==> config.mk <==
export PLATFORM = sky130hd
export DESIGN_NAME = frame_motion_scrub_flagger_top
export DESIGN_NICKNAME = d
export VERILOG_FILES = /design/src/fmsf_pkg.sv /design/src/frame_motion_scrub_flagger_top.sv
export SDC_FILE = /design/constraint.sdc
export NUM_CORES = 2
export LEC_CHECK = 0
export BUFFER_PORTS_ARGS = -buffer_cell sky130_fd_sc_hd__clkbuf_2
export CAP_MARGIN = 10
export CORE_MARGIN = 2
export CORE_UTILIZATION = 45
export CTS_CLUSTER_SIZE = 14
export DETAILED_ROUTE_END_ITERATION = 8
export GPL_TIMING_DRIVEN = 1
export SLEW_MARGIN = 40
export SYNTH_ARGS = -nofsm -noshare
export SYNTH_HDL_FRONTEND = slang
export SYNTH_SLANG_ARGS = --single-unit
==> constraint.sdc <==
create_clock -name clk_i -period 21.3 [get_ports clk_i]
set_input_delay 1.065 -clock clk_i [delete_from_list [all_inputs] [get_ports clk_i]]
set_output_delay 1.065 -clock clk_i [all_outputs]
set_load 0.01 [all_outputs]
==> src/fmsf_pkg.sv <==
// shared types and constants for the frame motion scrub flagger
// used by frame_motion_scrub_flagger_top; depends on nothing else
`default_nettype none

package fmsf_pkg;

  // field widths
  localparam int unsigned PARAM_W   = 24;
  localparam int unsigned DVARS_W   = 17;
  localparam int unsigned FD_W      = 27;
  localparam int unsigned IDX_W     = 12;
  localparam int unsigned NUM_PARAM = 6;

  // sum of three absolute differences of 24 bit values fits in 26 bits
  localparam int unsigned SUM_W  = 26;
  localparam int unsigned FRAC_W = 16;
  localparam int unsigned PROD_W = SUM_W + FRAC_W;
  localparam int unsigned TOT_W  = FD_W + 1;

  // pi * 50 / 180 in Q16, and half an lsb for rounding
  localparam logic [FRAC_W-1:0] DEG_TO_MM_Q16 = 16'd57191;
  localparam logic [PROD_W-1:0] ROUND_HALF    = PROD_W'(32768);
  localparam logic [FD_W-1:0]   FD_MAX        = {FD_W{1'b1}};

  // configuration port
  localparam int unsigned CFG_IDX_W  = 1;
  localparam int unsigned CFG_DATA_W = FD_W;
  localparam logic [FD_W-1:0]    FD_THR_RESET    = 27'd4096;
  localparam logic [DVARS_W-1:0] DVARS_THR_RESET = 17'd3277;

  typedef enum logic [CFG_IDX_W-1:0] {
    CFG_FD_THR    = 1'b0,
    CFG_DVARS_THR = 1'b1
  } cfg_idx_e;

  localparam int unsigned MAX_FRAMES_DEFAULT = 4096;

  // result queue
  localparam int unsigned FIFO_DEPTH = 4;
  localparam int unsigned FIFO_PTR_W = 2;
  localparam int unsigned FIFO_CNT_W = 3;

  // input register contents: tx, ty, tz, pitch, roll, yaw in that order
  typedef struct packed {
    logic [NUM_PARAM-1:0][PARAM_W-1:0] params;
    logic [DVARS_W-1:0]                dvars;
    logic                              final_frame;
  } s1_t;

  // after absolute differences and sums
  typedef struct packed {
    logic [SUM_W-1:0] trans_sum;
    logic [SUM_W-1:0] rot_sum;
    logic             dvars_exc;
    logic             first;
    logic             final_frame;
  } s2_t;

  // after the arc length scaling
  typedef struct packed {
    logic [SUM_W-1:0] trans_sum;
    logic [SUM_W-1:0] rot_mm;
    logic             dvars_exc;
    logic             first;
    logic             final_frame;
  } s3_t;

  typedef struct packed {
    logic [IDX_W-1:0] frame_index;
    logic             flagged;
    logic [FD_W-1:0]  displacement;
    logic             last_result;
  } res_t;

  // absolute difference of two signed 24 bit values
  function automatic logic [PARAM_W-1:0] abs_diff(input logic [PARAM_W-1:0] a,
                                                  input logic [PARAM_W-1:0] b);
    logic [PARAM_W:0] d;
    logic [PARAM_W:0] m;
    d = {a[PARAM_W-1], a} - {b[PARAM_W-1], b};
    m = d[PARAM_W] ? (~d + 1'b1) : d;
    return m[PARAM_W-1:0];
  endfunction

endpackage

`default_nettype wire

==> src/frame_motion_scrub_flagger_top.sv <==
// A frame's result enters the output queue when the request that follows it
// leaves stage 3 (the final frame's own result comes with its predecessor's).
// One request per cycle while the result queue has room; a final frame not
// first in its series pushes two results. Stalls come only from the 4-entry
// result queue. Reset clears series counters and flags, restores thresholds.
// top level: three stage datapath for framewise displacement and scrub flags
// depends on fmsf_pkg
`default_nettype none

module frame_motion_scrub_flagger_top #(
  parameter int unsigned MAX_FRAMES = fmsf_pkg::MAX_FRAMES_DEFAULT
) (
  input  wire logic                                   clk_i,
  input  wire logic                                   rst_ni,
  // configuration
  input  wire logic                                   cfg_we_i,
  input  wire logic [fmsf_pkg::CFG_IDX_W-1:0]         cfg_idx_i,
  input  wire logic [fmsf_pkg::CFG_DATA_W-1:0]        cfg_wdata_i,
  // frame requests
  input  wire logic                                   in_valid_i,
  output logic                                        in_ready_o,
  input  wire logic signed [fmsf_pkg::PARAM_W-1:0]    trans_x_i,
  input  wire logic signed [fmsf_pkg::PARAM_W-1:0]    trans_y_i,
  input  wire logic signed [fmsf_pkg::PARAM_W-1:0]    trans_z_i,
  input  wire logic signed [fmsf_pkg::PARAM_W-1:0]    rot_pitch_i,
  input  wire logic signed [fmsf_pkg::PARAM_W-1:0]    rot_roll_i,
  input  wire logic signed [fmsf_pkg::PARAM_W-1:0]    rot_yaw_i,
  input  wire logic [fmsf_pkg::DVARS_W-1:0]           dvars_value_i,
  input  wire logic                                   final_frame_i,
  // results
  output logic                                        out_valid_o,
  input  wire logic                                   out_ready_i,
  output logic [fmsf_pkg::IDX_W-1:0]                  frame_index_o,
  output logic                                        flagged_o,
  output logic [fmsf_pkg::FD_W-1:0]                   displacement_o,
  output logic                                        last_result_o
);
  import fmsf_pkg::*;

  localparam int unsigned CNT_W = (MAX_FRAMES > 1) ? $clog2(MAX_FRAMES) : 1;
  localparam logic [CNT_W-1:0] CNT_LAST = CNT_W'(MAX_FRAMES - 1);

  // configuration registers
  logic [FD_W-1:0]    fd_thr_q;
  logic [DVARS_W-1:0] dvars_thr_q;

  // pipeline registers
  logic s1_valid_q, s2_valid_q, s3_valid_q;
  s1_t  s1_q, s1_d;
  s2_t  s2_q, s2_d;
  s3_t  s3_q, s3_d;
  logic advance;

  // series state
  logic                              running_q;
  logic [NUM_PARAM-1:0][PARAM_W-1:0] prev_q;
  logic [CNT_W-1:0]                  frame_cnt_q, frame_cnt_d;
  logic [FD_W-1:0]                   pend_fd_q;
  logic                              exc_prev_q, exc_prev2_q;

  // result queue
  res_t                  fifo_q [FIFO_DEPTH];
  logic [FIFO_PTR_W-1:0] wr_ptr_q, rd_ptr_q;
  logic [FIFO_CNT_W-1:0] fifo_cnt_q;
  logic                  pop;
  logic [1:0]            n_push;
  res_t                  res_prev, res_last, push0;

  // stage 3 arithmetic
  logic [TOT_W-1:0] total;
  logic [FD_W-1:0]  fd;
  logic             exceed;
  logic             s1_fire, s3_fire;

  // configuration writes
  always_ff @(posedge clk_i or negedge rst_ni) begin
    if (!rst_ni) begin
      fd_thr_q    <= FD_THR_RESET;
      dvars_thr_q <= DVARS_THR_RESET;
    end else if (cfg_we_i) begin
      unique case (cfg_idx_e'(cfg_idx_i))
        CFG_FD_THR:    fd_thr_q    <= cfg_wdata_i;
        CFG_DVARS_THR: dvars_thr_q <= cfg_wdata_i[DVARS_W-1:0];
        default:       fd_thr_q    <= fd_thr_q;
      endcase
    end
  end

  // whole pipe moves together; hold when the queue cannot take two results
  assign advance    = !s3_valid_q || (fifo_cnt_q <= FIFO_CNT_W'(FIFO_DEPTH - 2));
  assign in_ready_o = advance;
  assign s1_fire    = advance && s1_valid_q;
  assign s3_fire    = advance && s3_valid_q;

  // stage 1 input capture
  always_comb begin
    s1_d.params      = {rot_yaw_i, rot_roll_i, rot_pitch_i, trans_z_i, trans_y_i, trans_x_i};
    s1_d.dvars       = dvars_value_i;
    s1_d.final_frame = final_frame_i;
  end

  // stage 1 to 2: absolute differences against the previous frame
  always_comb begin
    logic [SUM_W-1:0] t_sum;
    logic [SUM_W-1:0] r_sum;
    t_sum = '0;
    r_sum = '0;
    for (int i = 0; i < 3; i++) begin
      t_sum = t_sum + SUM_W'(abs_diff(s1_q.params[i], prev_q[i]));
      r_sum = r_sum + SUM_W'(abs_diff(s1_q.params[i+3], prev_q[i+3]));
    end
    s2_d.trans_sum   = t_sum;
    s2_d.rot_sum     = r_sum;
    s2_d.dvars_exc   = s1_q.dvars > dvars_thr_q;
    s2_d.first       = !running_q;
    s2_d.final_frame = s1_q.final_frame;
  end

  // stage 2 to 3: degrees to arc length, round half up
  always_comb begin
    logic [PROD_W-1:0] prod;
    prod = PROD_W'(s2_q.rot_sum) * PROD_W'(DEG_TO_MM_Q16) + ROUND_HALF;
    s3_d.trans_sum   = s2_q.trans_sum;
    s3_d.rot_mm      = prod[FRAC_W +: SUM_W];
    s3_d.dvars_exc   = s2_q.dvars_exc;
    s3_d.first       = s2_q.first;
    s3_d.final_frame = s2_q.final_frame;
  end

  // stage valids
  always_ff @(posedge clk_i or negedge rst_ni) begin
    if (!rst_ni) begin
      s1_valid_q <= 1'b0;
      s2_valid_q <= 1'b0;
      s3_valid_q <= 1'b0;
    end else if (advance) begin
      s1_valid_q <= in_valid_i;
      s2_valid_q <= s1_valid_q;
      s3_valid_q <= s2_valid_q;
    end
  end

  // stage payloads
  always_ff @(posedge clk_i) begin
    if (advance) begin
      s1_q <= s1_d;
      s2_q <= s2_d;
      s3_q <= s3_d;
    end
  end

  // previous parameters advance with the frame leaving stage 1
  always_ff @(posedge clk_i or negedge rst_ni) begin
    if (!rst_ni) begin
      running_q <= 1'b0;
    end else if (s1_fire) begin
      running_q <= !s1_q.final_frame;
    end
  end

  always_ff @(posedge clk_i) begin
    if (s1_fire) begin
      prev_q <= s1_q.params;
    end
  end

  // stage 3: displacement, saturation and threshold compare
  always_comb begin
    total  = TOT_W'(s3_q.trans_sum) + TOT_W'(s3_q.rot_mm);
    fd     = '0;
    exceed = 1'b0;
    if (!s3_q.first) begin
      fd     = (total > TOT_W'(FD_MAX)) ? FD_MAX : total[FD_W-1:0];
      exceed = (fd > fd_thr_q) || s3_q.dvars_exc;
    end
  end

  // frame counter wraps at MAX_FRAMES
  always_comb begin
    frame_cnt_d = (frame_cnt_q == CNT_LAST) ? '0 : frame_cnt_q + 1'b1;
  end

  // result for the pending frame and for a final frame
  always_comb begin
    logic [CNT_W-1:0] prev_idx;
    prev_idx = (frame_cnt_q == '0) ? CNT_LAST : frame_cnt_q - 1'b1;
    res_prev.frame_index  = IDX_W'(prev_idx);
    res_prev.flagged      = exc_prev2_q || exc_prev_q || exceed;
    res_prev.displacement = pend_fd_q;
    res_prev.last_result  = 1'b0;
    res_last.frame_index  = IDX_W'(frame_cnt_q);
    res_last.flagged      = exc_prev_q || exceed;
    res_last.displacement = fd;
    res_last.last_result  = 1'b1;
    push0  = s3_q.first ? res_last : res_prev;
    n_push = 2'd0;
    if (s3_fire) begin
      n_push = {1'b0, !s3_q.first} + {1'b0, s3_q.final_frame};
    end
  end

  // series state update at stage 3
  always_ff @(posedge clk_i or negedge rst_ni) begin
    if (!rst_ni) begin
      frame_cnt_q <= '0;
      pend_fd_q   <= '0;
      exc_prev_q  <= 1'b0;
      exc_prev2_q <= 1'b0;
    end else if (s3_fire) begin
      if (s3_q.final_frame) begin
        frame_cnt_q <= '0;
        pend_fd_q   <= '0;
        exc_prev_q  <= 1'b0;
        exc_prev2_q <= 1'b0;
      end else begin
        frame_cnt_q <= frame_cnt_d;
        pend_fd_q   <= fd;
        exc_prev_q  <= exceed;
        exc_prev2_q <= exc_prev_q;
      end
    end
  end

  // result queue storage
  always_ff @(posedge clk_i) begin
    if (n_push != 2'd0) begin
      fifo_q[wr_ptr_q] <= push0;
    end
    if (n_push == 2'd2) begin
      fifo_q[wr_ptr_q + 1'b1] <= res_last;
    end
  end

  // result queue pointers
  assign pop = out_valid_o && out_ready_i;

  always_ff @(posedge clk_i or negedge rst_ni) begin
    if (!rst_ni) begin
      wr_ptr_q   <= '0;
      rd_ptr_q   <= '0;
      fifo_cnt_q <= '0;
    end else begin
      wr_ptr_q   <= wr_ptr_q + FIFO_PTR_W'(n_push);
      rd_ptr_q   <= rd_ptr_q + FIFO_PTR_W'(pop);
      fifo_cnt_q <= fifo_cnt_q + FIFO_CNT_W'(n_push) - FIFO_CNT_W'(pop);
    end
  end

  // result outputs
  assign out_valid_o    = fifo_cnt_q != '0;
  assign frame_index_o  = fifo_q[rd_ptr_q].frame_index;
  assign flagged_o      = fifo_q[rd_ptr_q].flagged;
  assign displacement_o = fifo_q[rd_ptr_q].displacement;
  assign last_result_o  = fifo_q[rd_ptr_q].last_result;

`ifndef NO_ASSERTIONS
  // queue never overfills
  a_fifo_bound: assert property (@(posedge clk_i) disable iff (!rst_ni)
    fifo_cnt_q <= FIFO_CNT_W'(FIFO_DEPTH))
    else $error("result queue overflow");

  // an accepted request lands in stage 1
  a_s1_load: assert property (@(posedge clk_i) disable iff (!rst_ni)
    (in_valid_i && in_ready_o) |=> s1_valid_q)
    else $error("accepted request lost");

  // a final frame ends the series at stage 1
  a_series_end: assert property (@(posedge clk_i) disable iff (!rst_ni)
    (s1_fire && s1_q.final_frame) |=> !running_q)
    else $error("series still running after final frame");

  // the first frame of a series finds the stage 3 counter cleared
  a_first_cnt: assert property (@(posedge clk_i) disable iff (!rst_ni)
    (s3_valid_q && s3_q.first) |-> (frame_cnt_q == '0))
    else $error("frame counter not cleared at series start");
`endif

endmodule

`default_nettype wire

==> flow_metrics.env <==
export IMPL_area_growth_synth_to_final_pct=11.3
export IMPL_grt_max_degree=82
export IMPL_slew_viol_final=0
export IMPL_io_pins=238
export IMPL_r2r_cells=32
export IMPL_clkLatencyLatePin_ps=680
export IMPL_synth_seq_area_share_pct=40.2
export IMPL_dp_hpwl_mm=89.5
export IMPL_first_global_vias=34000
export IMPL_max_stage_delay_ps=540
export IMPL_grt_pass1_wl_mm=186
export IMPL_syn_mean_instance_area_um2=10.8
export IMPL_skew_ps=49.1
export IMPL_num_nets_final=5675
export IMPL_htree_levels=3
export IMPL_setup_viol=0
export IMPL_firstDrtPassIters=7
export IMPL_report_final_hold_viol_count=0
export IMPL_synthFlopType="edfxtp_1"
export IMPL_drive_above_1_share_pct=11.2
export IMPL_required_ps=21720
export IMPL_row_count=121
export IMPL_core_um2=109000
export IMPL_period_share_pct=35.7
export IMPL_slew_headroom_pct=44.1
export IMPL_fin_setup_tns_ps=0
export IMPL_cts_setup_buffers=0
export IMPL_wirelength_mm=117
export IMPL_cts_tree="built"
export IMPL_drv_cap=0
export IMPL_status="completed"
export IMPL_worst_slew_pin_slew_ps=832
export IMPL_grt_overflow=0
export IMPL_grt_usage_pct=21.1
export IMPL_cts_hold_buf=0
export IMPL_drc_errors=0
export IMPL_die_height_um=335
export IMPL_drt_iter0_markers=2462
export IMPL_endpoint_kind="flip-flop"
export IMPL_cp_start_kind="flip-flop"
export IMPL_io_buffers=237
export IMPL_max_freq_ghz=0.132
export IMPL_cp_arrival_ps=8020
export IMPL_cts_buffers=77
export IMPL_antenna_found_initial=3
export IMPL_ant_nets=0
export IMPL_final_common_cell="inv_1"
export IMPL_wire_per_inst_um=18.8
export IMPL_vias=34100
export IMPL_async_reset_ff_share_pct=14.2
export IMPL_dieWidth_um=335
export IMPL_die_area_um2=112000
export IMPL_yosysWarnings=0
export IMPL_fin_crit_ps=7600
export IMPL_rsz0062_at_grt="no"
export IMPL_path_clk_slew_ps=60
export IMPL_synth_cells=4545
export IMPL_synth_cell_types=90
export IMPL_syn_area_um2=49300
export IMPL_ys_ff_latch=676
export IMPL_path_max_fanout=23
export IMPL_root_buffer="clkbuf_16"
export IMPL_ctsResizeCount=0
export IMPL_slowest_stage="o41ai_1"
export IMPL_r2r_start="s1_q[90]"
export IMPL_clk_path_buf_depth=3
export IMPL_critPathLaunch="s1_q[90]"
export IMPL_synth_edff_count=576
export IMPL_initial_core_util_pct=45.3
export IMPL_layout_common_cells="inv_1 (634), edfxtp_1 (576), ha_1 (423), nor2_1 (295), fa_1 (285)"
export IMPL_cts_sinks=676
export IMPL_viasPerCell=5.45
export IMPL_hold_class="in -> async"
export IMPL_crit_type="reg -> reg"
export IMPL_syn_nets=5448
export IMPL_gp_congestion=0.894
cell usage after synthesis, types with 29 or more instances:
| master | instances | area share, % |
|---|---|---|
| a31oi_1 | 41 | 0.52 |
| nor2_1 | 298 | 2.3 |
| o21a_1 | 50 | 0.76 |
| a22o_1 | 33 | 0.59 |
| dfrtp_1 | 88 | 4.5 |
| xor2_1 | 117 | 2.1 |
| clkbuf_1 | 112 | 0.85 |
| a211oi_1 | 29 | 0.44 |
| nand3_1 | 69 | 0.70 |
| mux4_2 | 41 | 1.9 |
| a21oi_1 | 211 | 2.1 |
| inv_1 | 635 | 4.8 |
| fa_1 | 285 | 12 |
| a22oi_1 | 104 | 1.6 |
| ha_1 | 423 | 11 |
| o21ai_0 | 225 | 2.3 |
| nand2b_1 | 59 | 0.75 |
| nor3_1 | 82 | 0.83 |
| xnor2_1 | 207 | 3.7 |
| nor2b_1 | 42 | 0.53 |
| edfxtp_1 | 576 | 35 |
| nand2_1 | 245 | 1.9 |
| a21o_1 | 90 | 1.4 |
stage by stage:
stage / util [%] / instances / cell area, um2 / hold slack (ps) / setup WS, ps
global placement: 47.9 / 6100 / 52100 / 403 / 13850
global route: 50.5 / 6250 / 54900 / 361 / 13050
floorplan: - / 4545 / 49300 / 400 / 9610
CTS: 50.4 / 6250 / 54800 / 326 / 13690
detailed placement: 48.1 / 6107 / 52300 / 405 / 13670
finish: 50.5 / 6251 / 54900 / 346 / 13700
cells by family after synthesis:
kind of cell | Yosys count | share of synthesized area (%)
xor+xnor | 324 | 5.76
compound gates | 1019 | 13.8
buf+inv | 757 | 5.77
flops | 676 | 40.2
simple gates | 987 | 9.64
fa+ha+maj | 708 | 22.3
mux | 74 | 2.60
critical path, delay by kind of cell (launching register included):
kind	cells	cell delay, ps
AO/OA/AOI/OAI	16	4250
XOR/XNOR	2	280
adder cells (fa/ha/maj)	4	1250
buffers and inverters	4	410
flip-flops	1	380
multiplexers	1	90
AND/OR/NAND/NOR	5	700
registers in the layout, indices dropped and copies added, names as in the netlist, 17 cells and up:
name and cells:
fifo_q 164, s1_q 162, prev_q 144, s2_q 55
s3_q 55, fd_thr_q 27, pend_fd_q 27, dvars_thr_q 17
per-layer routing:
layer / up-vias / GRT usage (%) / routed length [um]
met2: 906 / 33.8 / 53200
met5: - / 0 / 18
li1: 16500 / - / -
met4: 2 / 5.54 / 2650
met3: 147 / 3.04 / 6210
met1: 16500 / 30.1 / 55400
layout make-up:
cell class	count	area (um2)
Fill cell	9820	53800
Multi-Input combinational cell	3112	26800
Sequential cell	676	19800
Inverter	635	2390
Clock buffer	96	2010
Tap cell	1414	1770
Timing Repair Buffer	270	1540
Clock inverter	47	552
Antenna cell	1	2.50
worst paths after layout:
check | endpoint | slack, ps
hold / removal | fd_thr_q[9] | 350
setup reg to reg | s2_q[27] | 13700
max in group asynchronous | s2_valid_q | 19940
setup / recovery | s2_q[27] | 13700
hold reg to reg | s3_q[51] | 400
min in group clk_i | s3_q[51] | 400
Power is left out: the tool's default activity adds up to more than one toggle a clock period on the data nets, which glitch-free logic cannot reach.
